**config.mk**
```make
export PLATFORM = sky130hd
export DESIGN_NAME = gfp_sqrt_pipe
export DESIGN_NICKNAME = d
export VERILOG_FILES = /design/src/rtl/gfp_pkg.sv /design/src/rtl/gfp_sqrt_pipe.sv
export SDC_FILE = /design/constraint.sdc
export NUM_CORES = 1
export LEC_CHECK = 0
export ABC_AREA = 1
export BUFFER_PORTS_ARGS = -buffer_cell sky130_fd_sc_hd__buf_2
export CELL_PAD_IN_SITES_DETAIL_PLACEMENT = 1
export CELL_PAD_IN_SITES_GLOBAL_PLACEMENT = 1
export CORE_MARGIN = 2
export CORE_UTILIZATION = 30
export DETAILED_ROUTE_END_ITERATION = 10
export HOLD_SLACK_MARGIN = 0.08
export PLACE_DENSITY_LB_ADDON = 0.25
export REMOVE_ABC_BUFFERS = 1
export SYNTH_ARGS = -nofsm -noshare
export SYNTH_HDL_FRONTEND = slang
export SYNTH_SLANG_ARGS = --single-unit
```
**constraint.sdc**
```tcl
create_clock -name clock -period 1.7 [get_ports clock]
set_clock_uncertainty 0.2 [all_clocks]
set_input_delay 0.17 -clock clock [delete_from_list [all_inputs] [get_ports clock]]
set_output_delay 0.17 -clock clock [all_outputs]
set_load 0.02 [all_outputs]
```
**src/rtl/gfp_pkg.sv**
```systemverilog
// ----------------------------------------------------------------------------
// gfp_pkg
// Types and constants shared by the gradient fill pixel pipeline.
// ----------------------------------------------------------------------------
package gfp_pkg;

   localparam int unsigned PIXEL_COORD_BITS = 12;
   localparam int unsigned T_FRAC_BITS_DEF  = 16;

   // Working width of the squared lengths, the dot product and the divider.
   localparam int unsigned DIV_W = 36;

   localparam int unsigned CSR_INDEX_W = 3;
   localparam int unsigned CSR_DATA_W  = 32;

   localparam logic [CSR_INDEX_W-1:0] CSR_START_X     = 3'd0;
   localparam logic [CSR_INDEX_W-1:0] CSR_START_Y     = 3'd1;
   localparam logic [CSR_INDEX_W-1:0] CSR_END_X       = 3'd2;
   localparam logic [CSR_INDEX_W-1:0] CSR_END_Y       = 3'd3;
   localparam logic [CSR_INDEX_W-1:0] CSR_START_COLOR = 3'd4;
   localparam logic [CSR_INDEX_W-1:0] CSR_END_COLOR   = 3'd5;
   localparam logic [CSR_INDEX_W-1:0] CSR_MODE        = 3'd6;

   localparam logic MODE_LINEAR = 1'b0;
   localparam logic MODE_RADIAL = 1'b1;

   typedef enum logic [1:0] {
      TSEL_CALC,
      TSEL_ZERO,
      TSEL_ONE
   } gfp_tsel_type;

   typedef struct packed {
      logic         valid;
      gfp_tsel_type tsel;
   } gfp_ctl_type;

   typedef struct packed {
      logic [PIXEL_COORD_BITS-1:0] pixel_x;
      logic [PIXEL_COORD_BITS-1:0] pixel_y;
   } gfp_req_type;

   typedef struct packed {
      logic [7:0] red;
      logic [7:0] green;
      logic [7:0] blue;
      logic [7:0] alpha;
   } gfp_rsp_type;

endpackage

```
**src/rtl/gfp_sqrt_pipe.sv**
```systemverilog
// ----------------------------------------------------------------------------
// gfp_sqrt_pipe
// Pipelined digit-by-digit integer square root, one root bit per stage.
// The upper half of the radicand rides along as the linear-mode fraction.
// ----------------------------------------------------------------------------
module gfp_sqrt_pipe #(
   parameter int unsigned T_BITS = gfp_pkg::T_FRAC_BITS_DEF
) (
   input  logic                  clock,
   input  logic                  reset,
   input  gfp_pkg::gfp_ctl_type  in_ctl,
   input  logic [2*T_BITS-1:0]   in_q,
   output gfp_pkg::gfp_ctl_type  out_ctl,
   output logic [T_BITS-1:0]     out_root,
   output logic [T_BITS-1:0]     out_lin
);
   import gfp_pkg::*;

   gfp_ctl_type         ctl_ff  [0:T_BITS-1];
   logic [2*T_BITS-1:0] v_ff    [0:T_BITS-1];
   logic [T_BITS:0]     rem_ff  [0:T_BITS-1];
   logic [T_BITS-1:0]   root_ff [0:T_BITS-1];
   logic [T_BITS-1:0]   lin_ff  [0:T_BITS-1];

   for (genvar j = 0; j < T_BITS; j++) begin : g_stage
      gfp_ctl_type         ctl_cur;
      logic [2*T_BITS-1:0] v_cur;
      logic [T_BITS:0]     rem_cur;
      logic [T_BITS-1:0]   root_cur;
      logic [T_BITS-1:0]   lin_cur;
      logic [T_BITS+1:0]   rem_sh;
      logic [T_BITS+1:0]   trial;
      logic                ge;
      logic [T_BITS+1:0]   rem_diff;

      if (j == 0) begin : g_first
         assign ctl_cur  = in_ctl;
         assign v_cur    = in_q;
         assign rem_cur  = '0;
         assign root_cur = '0;
         assign lin_cur  = in_q[2*T_BITS-1:T_BITS];
      end else begin : g_next
         assign ctl_cur  = ctl_ff[j-1];
         assign v_cur    = v_ff[j-1];
         assign rem_cur  = rem_ff[j-1];
         assign root_cur = root_ff[j-1];
         assign lin_cur  = lin_ff[j-1];
      end

      // The partial remainder stays at or below twice the partial root.
      assign rem_sh   = {rem_cur[T_BITS-1:0], v_cur[2*T_BITS-1:2*T_BITS-2]};
      assign trial    = {root_cur, 2'b01};
      assign ge       = (rem_sh >= trial);
      assign rem_diff = ge ? (rem_sh - trial) : rem_sh;

      always_ff @(posedge clock) begin
         if (reset) begin
            ctl_ff[j] <= '{valid: 1'b0, tsel: TSEL_ZERO};
         end else begin
            ctl_ff[j] <= ctl_cur;
         end
         v_ff[j]    <= {v_cur[2*T_BITS-3:0], 2'b00};
         rem_ff[j]  <= rem_diff[T_BITS:0];
         root_ff[j] <= {root_cur[T_BITS-2:0], ge};
         lin_ff[j]  <= lin_cur;
      end
   end

   assign out_ctl  = ctl_ff[T_BITS-1];
   assign out_root = root_ff[T_BITS-1];
   assign out_lin  = lin_ff[T_BITS-1];

endmodule

```
==> results.sh <==
export IMPL_numCtsBuffers=94
export IMPL_synthTopCellsByCount="981 x nand2_1, 848 x dfxtp_1, 589 x inv_1, 236 x nor2_1, 198 x nand3_1"
export IMPL_cts_buffer_depth=3
export IMPL_cap_violations=0
export IMPL_hold_viol=0
export IMPL_die_area_um2=104000
export IMPL_n_fill_cell=11200
export IMPL_hp_class="register to register"
export IMPL_portBuffers=71
export IMPL_critPathArrivalTime_ns=2.34
export IMPL_antenna_found_initial=0
export IMPL_multiInputGateArea_um2=15900
export IMPL_coreArea_um2=100000
export IMPL_via_per_inst=4.25
export IMPL_worstHoldPathCells=0
export IMPL_cts_tree="done"
export IMPL_clk_pin_slew_ns=0.06
export IMPL_synth_warnings=0
export IMPL_dp_final_hpwl_um=60300
export IMPL_cts_root_buf="clkbuf_16"
export IMPL_gr_total_overflow=0
export IMPL_max_vdd_ir_drop_uv=753
export IMPL_start_util_pct=30.3
export IMPL_yosysMostFrequentCell="nand2_1"
export IMPL_slowest_delay_ns=0.33
export IMPL_yosysTopAreaCell="dfxtp_1"
export IMPL_row_count=116
export IMPL_vias=25400
export IMPL_yosys_most_used_dff="dfxtp_1"
export IMPL_drtPass1Iterations=5
export IMPL_fmax_mhz=510
export IMPL_final_antenna_net_count=0
export IMPL_cp_startpoint="root_ff[0][115]$_DFF_P_"
export IMPL_crit_chain="inv_2 -> ha_4 -> nand2_4 -> inv_2 -> nand4_1 -> nand2_2 -> inv_2 -> nand3_4 -> buf_6 -> xor2_1"
export IMPL_dp_slack_ns=-0.542
export IMPL_clk_latency_ns=0.67
export IMPL_placed_cell_area_um2=37000
export IMPL_fin_setup_tns_ns=-34.52
export IMPL_fin_area_um2=48100
export IMPL_grt_max_degree=49
export IMPL_pin_count=72
export IMPL_status="finished with violations"
export IMPL_maxSlewViolCount=0
export IMPL_grt_pass1_wl_um=138000
export IMPL_yosysTopAreaCellShare_pct=55.9
export IMPL_async_flop_share_pct=0
export IMPL_ff_latch_area_um2=17200
export IMPL_endpoint_kind="register"
export IMPL_rsz0062_at_grt="true"
export IMPL_required_ns=2.07
export IMPL_cts_sinks=848
export IMPL_final_nets=4743
export IMPL_total_power_mw=73.9
export IMPL_synthDistinctLibCells=44
export IMPL_avgSynthCellArea_um2=8.54
export IMPL_drive_above_1_share_pct=50.7
export IMPL_cpMaxStageDelayCell="dfxtp_2"
export IMPL_holdPathEnd="v_ff[0][206]$_DFF_P_"
export IMPL_drc=0
export IMPL_grt_usage_pct=16.6
export IMPL_drt_iter0_markers=719
export IMPL_critPathMaxFanout=5
export IMPL_h_tree_depth=3
export IMPL_min_period_over_period_pct=115
export IMPL_setup_viol_count_final=216
export IMPL_wirelength_um=90200
export IMPL_grt_pass1_vias=27100
export IMPL_gp_congestion=0.860
export IMPL_min_from="v_ff[0][174]$_DFF_P_"
export IMPL_violations="setup timing"
export IMPL_worstSetupStartpointType="register"
export IMPL_synth_cell_area_um2=30400
export IMPL_rr_startpoint="root_ff[0][115]$_DFF_P_"
export IMPL_syn_instance_count=3555
export IMPL_leakagePower_nw=23.0
export IMPL_crit_path_frequent_cell="inv_2"
export IMPL_die_w_um=322
export IMPL_ys_ff_latch=848
export IMPL_yosysSeqAreaShare_pct=55.9
export IMPL_synth_edf_count=0
export IMPL_synth_area_leaders="dfxtp_1 56%, nand2_1 12%, inv_1 7.3%, ha_1 6.3%, nand3_1 3.3%"
export IMPL_reg2regPathDepth=10
export IMPL_powerDensity_nw_per_um2=1540
export IMPL_r2r_slack_ns=-0.26
export IMPL_rr_endpoint="rem_ff[1][0]$_DFF_P_"
export IMPL_fp_dieH_um=322
export IMPL_setup_ws_ns=-0.262
export IMPL_period_minus_slack_ns=1.96
export IMPL_syn_to_final_growth_pct=58.6
export IMPL_critical_path_class="register to register"
export IMPL_routedWlPerCell_um=15.1
==> cells in the final DEF (no fill, tap or decap), types with 13 or more instances in the layout <==
cell and n:
clkbuf_8 19, clkbuf_16 96, o21ai_1 28, nor2_1 141, xor2_1 41, nor2_2 61
or2_2 19, buf_6 104, a21oi_1 25, dfxtp_2 177, dlygate4sd3_1 73, dfxtp_4 13
inv_6 17, nand2_4 121, buf_4 650, nand3_1 121, nor3_1 16, xnor2_1 29
ha_1 44, nand3b_1 26, dfxtp_1 658, a21oi_2 58, nand2_1 557, clkinv_2 18
nand2_2 323, buf_2 71, nand3_4 27, inv_2 146, inv_4 19, inv_1 433
ha_4 105, o21ai_2 38, a21oi_4 26, nand4_1 46, buf_12 15, nand3_2 65
o21ai_0 16, nor2_4 55
==> how the worst max path moves through the flow <==
stage,to,cells past startpoint,slack (ns)
4_1_cts,rem_ff[1][36]$_DFF_P_,13,-0.23
3_3_place_gp,rem_ff[1][39]$_DFF_P_,13,-0.51
3_5_place_dp,rem_ff[1][39]$_DFF_P_,13,-0.54
2_1_floorplan,rem_ff[0][97]$_DFF_P_,10,-0.45
5_1_grt,rem_ff[1][51]$_DFF_P_,11,-0.35
6_report,rem_ff[1][0]$_DFF_P_,10,-0.26
==> critical path: cells and delay by family (launching register included) <==
kind	cells	cell delay, ns
fa+ha+maj	1	0.30
simple gates	4	0.56
xor+xnor	1	0.14
flops	1	0.33
buf+inv	4	0.35
==> per-stage QoR <==
| step | hold slack (ns) | util, % | instances |
|---|---|---|---|
| floorplan | -0.00228 | - | 3525 |
| global placement | 0.0722 | 36.9 | 5579 |
| global route | 0.121 | 48.0 | 5988 |
| finish | 0.106 | 48.0 | 5989 |
| CTS | 0.111 | 45.2 | 5932 |
| detailed placement | 0.0741 | 36.9 | 5579 |
==> final cells by class <==
cell class / count / area share (%)
sequential: 848 / 35.8
multi-input combinational: 2074 / 33.0
timing repair buffer: 921 / 15.7
clock buffer: 120 / 5.57
inverter: 606 / 4.96
tap: 1357 / 3.53
clock inverter: 53 / 1.17
timing repair inverter: 9 / 0.184
antenna: 1 / 0.00520
==> flip-flops by register name (all words and copies together) (netlist names) <==
register	cells
lin_ff	256
rem_ff	224
v_ff	184
root_ff	136
ctl_ff	48
==> logic make-up (layout without fill, tap and decap cells) <==
family / after synthesis / after routing / synth area share (%)
xor+xnor: 86 / 86 / 2.48
buf+inv: 636 / 1709 / 8.36
other cells: 1 / 2 / 0.0123
fa+ha+maj: 152 / 152 / 6.26
compound gates: 210 / 210 / 4.02
flops: 848 / 848 / 55.9
simple gates: 1622 / 1625 / 23.0
==> timing repair <==
action | CTS | global route
endpoints found under the hold margin | 83 | 0
resized for setup | 941 | 715
hold buffers | 73 | 0
pin swaps | 246 | 338
endpoints found under the setup margin | 236 | 236
cloned | 13 | 4
setup buffers | 98 | 57
==> report_power, final <==
group          internal, mW  total (mW)  switching [mW]
logic                  13.2        27.5            14.3
registers              23.1        25.6            2.44
clock network          12.4        20.9            8.53
==> metal layers <==
layer / vias to the layer above / global-route usage [%] / routed length [um]
met1: 12100 / 18.9 / 37100
met5: - / 0 / 0
met4: 0 / 5.36 / 2690
met3: 161 / 2.43 / 2160
met2: 246 / 31.4 / 48200
li1: 12900 / - / -
Note: power is estimated with default switching activity, not from simulation.
