**src/rtl/gfp_pkg.sv**
```systemverilog
// ----------------------------------------------------------------------------
// gfp_pkg
// Types and constants shared by the gradient fill pixel pipeline.
// ----------------------------------------------------------------------------
package gfp_pkg;

   localparam int unsigned PIXEL_COORD_BITS = 12;
   localparam int unsigned T_FRAC_BITS_DEF  = 16;

   // Working width of the squared lengths, the dot product and the divider.
   localparam int unsigned DIV_W = 36;

   localparam int unsigned CSR_INDEX_W = 3;
   localparam int unsigned CSR_DATA_W  = 32;

   localparam logic [CSR_INDEX_W-1:0] CSR_START_X     = 3'd0;
   localparam logic [CSR_INDEX_W-1:0] CSR_START_Y     = 3'd1;
   localparam logic [CSR_INDEX_W-1:0] CSR_END_X       = 3'd2;
   localparam logic [CSR_INDEX_W-1:0] CSR_END_Y       = 3'd3;
   localparam logic [CSR_INDEX_W-1:0] CSR_START_COLOR = 3'd4;
   localparam logic [CSR_INDEX_W-1:0] CSR_END_COLOR   = 3'd5;
   localparam logic [CSR_INDEX_W-1:0] CSR_MODE        = 3'd6;

   localparam logic MODE_LINEAR = 1'b0;
   localparam logic MODE_RADIAL = 1'b1;

   typedef enum logic [1:0] {
      TSEL_CALC,
      TSEL_ZERO,
      TSEL_ONE
   } gfp_tsel_type;

   typedef struct packed {
      logic         valid;
      gfp_tsel_type tsel;
   } gfp_ctl_type;

   typedef struct packed {
      logic [PIXEL_COORD_BITS-1:0] pixel_x;
      logic [PIXEL_COORD_BITS-1:0] pixel_y;
   } gfp_req_type;

   typedef struct packed {
      logic [7:0] red;
      logic [7:0] green;
      logic [7:0] blue;
      logic [7:0] alpha;
   } gfp_rsp_type;

endpackage

```
**src/rtl/gfp_div_pipe.sv**
```systemverilog
// ----------------------------------------------------------------------------
// gfp_div_pipe
// Pipelined restoring divider, one quotient bit per stage:
// q = floor(num * 2^Q_BITS / den) for num < den.
// ----------------------------------------------------------------------------
module gfp_div_pipe #(
   parameter int unsigned Q_BITS = 2 * gfp_pkg::T_FRAC_BITS_DEF
) (
   input  logic                      clock,
   input  logic                      reset,
   input  gfp_pkg::gfp_ctl_type      in_ctl,
   input  logic [gfp_pkg::DIV_W-1:0] in_num,
   input  logic [gfp_pkg::DIV_W-1:0] in_den,
   output gfp_pkg::gfp_ctl_type      out_ctl,
   output logic [Q_BITS-1:0]         out_q
);
   import gfp_pkg::*;

   gfp_ctl_type        ctl_ff [0:Q_BITS-1];
   logic [DIV_W-1:0]   rem_ff [0:Q_BITS-1];
   logic [DIV_W-1:0]   den_ff [0:Q_BITS-1];
   logic [Q_BITS-1:0]  q_ff   [0:Q_BITS-1];

   for (genvar i = 0; i < Q_BITS; i++) begin : g_stage
      gfp_ctl_type       ctl_cur;
      logic [DIV_W-1:0]  rem_cur;
      logic [DIV_W-1:0]  den_cur;
      logic [Q_BITS-1:0] q_cur;
      logic [DIV_W-1:0]  rem_sh;
      logic              ge;
      logic [DIV_W-1:0]  rem_in;
      logic [Q_BITS-1:0] q_in;

      if (i == 0) begin : g_first
         assign ctl_cur = in_ctl;
         assign rem_cur = in_num;
         assign den_cur = in_den;
         assign q_cur   = '0;
      end else begin : g_next
         assign ctl_cur = ctl_ff[i-1];
         assign rem_cur = rem_ff[i-1];
         assign den_cur = den_ff[i-1];
         assign q_cur   = q_ff[i-1];
      end

      assign rem_sh = {rem_cur[DIV_W-2:0], 1'b0};
      assign ge     = (rem_sh >= den_cur);
      assign rem_in = ge ? (rem_sh - den_cur) : rem_sh;
      assign q_in   = {q_cur[Q_BITS-2:0], ge};

      always_ff @(posedge clock) begin
         if (reset) begin
            ctl_ff[i] <= '{valid: 1'b0, tsel: TSEL_ZERO};
         end else begin
            ctl_ff[i] <= ctl_cur;
         end
         rem_ff[i] <= rem_in;
         den_ff[i] <= den_cur;
         q_ff[i]   <= q_in;
      end
   end

   assign out_ctl = ctl_ff[Q_BITS-1];
   assign out_q   = q_ff[Q_BITS-1];

endmodule

```
**config.mk**
```make
export PLATFORM = sky130hd
export DESIGN_NAME = gfp_div_pipe
export DESIGN_NICKNAME = d
export VERILOG_FILES = /design/src/rtl/gfp_pkg.sv /design/src/rtl/gfp_div_pipe.sv
export SDC_FILE = /design/constraint.sdc
export NUM_CORES = 2
export LEC_CHECK = 0
export BUFFER_PORTS_ARGS = -buffer_cell sky130_fd_sc_hd__buf_2
export CORE_MARGIN = 10
export CORE_UTILIZATION = 38
export CTS_CLUSTER_SIZE = 40
export DETAILED_ROUTE_END_ITERATION = 10
export PLACE_DENSITY = 0.55
export SYNTH_ARGS = -nofsm -noshare
export SYNTH_HDL_FRONTEND = slang
export SYNTH_SLANG_ARGS = --single-unit
```
**constraint.sdc**
```tcl
create_clock -name clock -period 7.2 [get_ports clock]
set_input_delay 1.08 -clock clock [delete_from_list [all_inputs] [get_ports clock]]
set_output_delay 1.08 -clock clock [all_outputs]
set_load 0.05 [all_outputs]
```
==> key figures <==
Outcome
  – Outcome: completed

GRT
  – Via count of the first global-routing pass: 90,000
  – Overall global routing resource usage: 15.8%
  – First-pass GRT wire length: 470,000 microns
  – Pin count of the biggest net entering global routing: 97
  – Overflow left after global routing: 0
  – Number of antenna violations at the first check in global routing: 2

Floorplanning
  – Effective utilization at floorplan: 38.1%
  – Standard cell core area: between 300,000 and 400,000 sq um
  – Cell row count: 212
  – Number of top-level pins: 112
  – Chip Width: 598 microns
  – Die footprint: 358,000 sq um
  – Die height: 598 microns

Yosys
  – Synth Instances: around 14,000
  – Share of flip-flops with an asynchronous set or reset after synthesis: 0%
  – Synth Area per Inst: 9.34 sq um
  – Number of synthesized flops with an enable pin: 0
  – Number of synthesized register bits: 2,825
  – Number of unique standard cell types used by synthesis: 88
  – Top_reg_cell synth: sky130_fd_sc_hd__dfxtp_1
  – Synth Cell Area: 127,000 sq um
  – Nets in the synthesized netlist: between 10,000 and 15,000
  – Warnings from Yosys: 0
  – Register area share after synthesis: between 40% and 50%

CTS
  – Later-pin clock latency in the skew report: 0.94 ns
  – CTS sink cnt: 2,825
  – Clock tree from TritonCTS: done
  – Quantity of gates resized following cts: 0
  – Post CTS Setup Buffer Count: 0
  – Post-CTS clock slew at the launch and capture registers of the worst setup and hold paths: 0.06 ns
  – CTS buffer count: 313
  – Maximum buffer depth of the clock tree: 4
  – Post-cts hold buffer count: 0
  – Root buffer cell: sky130_fd_sc_hd__clkbuf_16
  – Number of levels the H-tree was split into: 5

Timing
  – Final Hold Slack: 0.255 ns
  – Max-slew violation count: 0
  – Actual transition at the worst max-transition pin: 1.13 ns
  – Max transition margin: 24.1%
  – Minimum clock period after layout: 5.01 ns
  – Final period util: 69.6%
  – Setup repair after global routing missed its margin: no
  – Max frequency: 200 MHz
  – Final hold violation count: 0
  – Post-route setup slack: roughly 2.2 ns
  – Post-Route Setup TNS: 0 ns
  – # setup viols final: 0
  – Clock skew: between 0.09 and 0.1 ns

Critical path
  – Worst setup path startpoint: den_ff[0][288]
  – Cell with the largest stage delay on the worst path: sky130_fd_sc_hd__o41ai_1
  – Number of buffers and inverters on the critical path: 2
  – WP data arrival: 5.76 ns
  – Kind of capture point of the worst setup path: flop
  – Worst setup slack for register-to-register paths: 2.19 ns
  – Start-to-end type of the worst setup path: reg -> reg
  – Beginning of the worst register-to-register path: den_ff[0][288]
  – Path depth of the worst reg2reg path: 14
  – Levels on crit path: 14
  – Type of origin of the critical path: flop
  – Top Family by Delay on Critical Path: compound AO/OA/AOI/OAI gates
  – Required time reported for the critical path endpoint: 7.95 ns
  – Critical path fanouts, max: 41
  – Cell repeated most along the worst path: sky130_fd_sc_hd__o21ai_0
  – Cell-by-cell trace of the critical path: inv_1 -> fa_1 -> a21o_1 -> a21oi_1 -> o21ai_0 -> a311o_1 -> o41ai_1 -> o21ai_0 -> a21boi_0 -> nor2_1 -> o21ai_0 -> a21oi_4 -> buf_4 -> mux2_2
  – Delay of the slowest cell on the worst path: about 0.65 ns

Power and ir drop
  – Power per cell area: approximately 520 nW/um^2
  – Total power draw: roughly 75,000 uW
  – Max rail drop VDD: 340 uV
  – Leak Pwr: 0.0663 uW

Layout
  – Fraction of final layout cells with drive strength greater than 1: 8.54%
  – Nets@finish: 15,000
  – Area overhead of the layout relative to synthesis: 12.7%
  – Final standard cell area without fillers: between 100,000 and 150,000 sq um

Route
  – Vias: 91,000
  – Pre-antenna DRT Iters: 8
  – Routed via count divided by cell count: 4.95
  – Count of nets left with antenna violations after detail routing: 0
  – Drt initial violations: between 4,000 and 5,000
  – Post-detailed-route wirelength per cell: 15.9 microns
  – Post-Route WL: between 200,000 and 300,000 microns
  – DR DRC count: 0

Place
  – Post-Place Worst Slack: 2.03 ns
  – PortBufs: 110
  – Half-perimeter wire length after placement: approximately 230,000 microns
  – Cell area after placement: 132,000 sq um
  – Weighted congestion at the end of routability-driven global placement: 0.891

Worst hold path
  – Worst hold-check path type: in -> reg
  – Number of cells on the worst hold path: 1
  – Hold_sp: in_den[2]

Job
  – Max-Cap Viols: 0
-- path summary, 6_finish.rpt --
| path | end |
|---|---|
| worst max-delay path | rem_ff[2][44] |
| worst min register to register | q_ff[1][396] |
| worst max register to register | rem_ff[2][44] |
| worst min-delay path | den_ff[0][2] |
-- cell usage in the layout, fill, tap and decap left out, types with 31 or more instances in the layout --
master / synthesis / layout
sky130_fd_sc_hd__nand4_1: 183 / 183
sky130_fd_sc_hd__o21a_1: 129 / 129
sky130_fd_sc_hd__mux2_2: 395 / 395
sky130_fd_sc_hd__a21oi_1: 1346 / 1342
sky130_fd_sc_hd__xnor2_1: 583 / 583
sky130_fd_sc_hd__o31ai_1: 70 / 70
sky130_fd_sc_hd__buf_4: 4 / 33
sky130_fd_sc_hd__clkbuf_1: 255 / 52
sky130_fd_sc_hd__o21bai_1: 171 / 171
sky130_fd_sc_hd__a31oi_1: 92 / 91
sky130_fd_sc_hd__buf_2: 28 / 110
sky130_fd_sc_hd__clkbuf_8: 0 / 57
sky130_fd_sc_hd__fa_1: 31 / 31
sky130_fd_sc_hd__nor4_1: 40 / 40
sky130_fd_sc_hd__nor2_1: 796 / 796
sky130_fd_sc_hd__a21boi_0: 36 / 36
sky130_fd_sc_hd__or2_2: 74 / 74
sky130_fd_sc_hd__and3_1: 83 / 83
sky130_fd_sc_hd__inv_1: 1411 / 1411
sky130_fd_sc_hd__clkinv_2: 0 / 42
sky130_fd_sc_hd__nor3_1: 115 / 114
sky130_fd_sc_hd__a21o_1: 625 / 624
sky130_fd_sc_hd__nand2_1: 842 / 841
sky130_fd_sc_hd__nand2b_1: 122 / 122
sky130_fd_sc_hd__o21ai_0: 807 / 805
sky130_fd_sc_hd__ha_1: 1151 / 1151
sky130_fd_sc_hd__nor2b_1: 177 / 177
sky130_fd_sc_hd__dfxtp_1: 2825 / 2825
sky130_fd_sc_hd__clkbuf_16: 0 / 319
sky130_fd_sc_hd__nand3_1: 210 / 210
sky130_fd_sc_hd__and2_1: 50 / 50
sky130_fd_sc_hd__a211oi_1: 69 / 69
sky130_fd_sc_hd__xor2_1: 356 / 356
sky130_fd_sc_hd__o211ai_1: 43 / 43
-- Yosys cell counts (74+ instances only) --
cell | number | area share [%]
sky130_fd_sc_hd__dfxtp_1 | 2825 | 45
sky130_fd_sc_hd__inv_1 | 1411 | 4.2
sky130_fd_sc_hd__a21oi_1 | 1346 | 5.3
sky130_fd_sc_hd__ha_1 | 1151 | 11
sky130_fd_sc_hd__nand2_1 | 842 | 2.5
sky130_fd_sc_hd__o21ai_0 | 807 | 3.2
sky130_fd_sc_hd__nor2_1 | 796 | 2.4
sky130_fd_sc_hd__a21o_1 | 625 | 3.7
sky130_fd_sc_hd__xnor2_1 | 583 | 4.0
sky130_fd_sc_hd__mux2_2 | 395 | 3.5
sky130_fd_sc_hd__xor2_1 | 356 | 2.5
sky130_fd_sc_hd__clkbuf_1 | 255 | 0.75
sky130_fd_sc_hd__nand3_1 | 210 | 0.83
sky130_fd_sc_hd__nand4_1 | 183 | 0.90
sky130_fd_sc_hd__nor2b_1 | 177 | 0.87
sky130_fd_sc_hd__o21bai_1 | 171 | 1.0
sky130_fd_sc_hd__o21a_1 | 129 | 0.76
sky130_fd_sc_hd__nand2b_1 | 122 | 0.60
sky130_fd_sc_hd__nor3_1 | 115 | 0.45
sky130_fd_sc_hd__a31oi_1 | 92 | 0.45
sky130_fd_sc_hd__and3_1 | 83 | 0.41
sky130_fd_sc_hd__or2_2 | 74 | 0.36
-- cell type report --
class                   instances  area [sq um]
diodes                          2          5.00
clock buffers                 428          8960
clock inverters               136          1820
fillers                     32500        190000
inverters                    1412          5300
multi-input cells            9045         64100
flip-flops and latches       2825         56600
well taps                    4387          5490
repair buffers                145           838
-- sequential cells by signal, indices dropped and copies added (netlist names) --
name    cells
den_ff   1116
rem_ff   1085
q_ff      528
ctl_ff     96
-- kinds of logic (layout without fill, tap and decap cells) --
group	after synthesis	after routing	synth area share, %
XOR/XNOR	939	939	6.48
multiplexers	435	435	3.84
buffers and inverters	1726	2121	5.17
adder cells (fa/ha/maj)	1182	1182	11.8
AO/OA/AOI/OAI	3691	3691	17.8
other	0	2	0
flip-flops	2825	2825	44.5
AND/OR/NAND/NOR	2798	2798	10.3
-- power by group --
group	switching (uW)	internal, uW
sequential	2780	20900
combinational	19400	15100
clock	6610	9780
total	28800	45800
-- routing by layer --
| metal | vias to the layer above | GRT usage (%) | share of wire [%] |
|---|---|---|---|
| met5 | - | 0 | 0 |
| met4 | 0 | 5.82 | 3.8 |
| met3 | 572 | 1.72 | 3.2 |
| met2 | 1428 | 29.4 | 50 |
| met1 | 41900 | 18.5 | 43 |
| li1 | 47100 | - | - |
-- metrics by stage --
stage               std cells  utilization (%)
floorplan               13600                -
global placement        17800             39.7
detailed placement      17800             39.7
CTS                     18400             43.0
global route            18400             43.0
finish                  18400             43.0
Power figures use the tool's default switching activity.
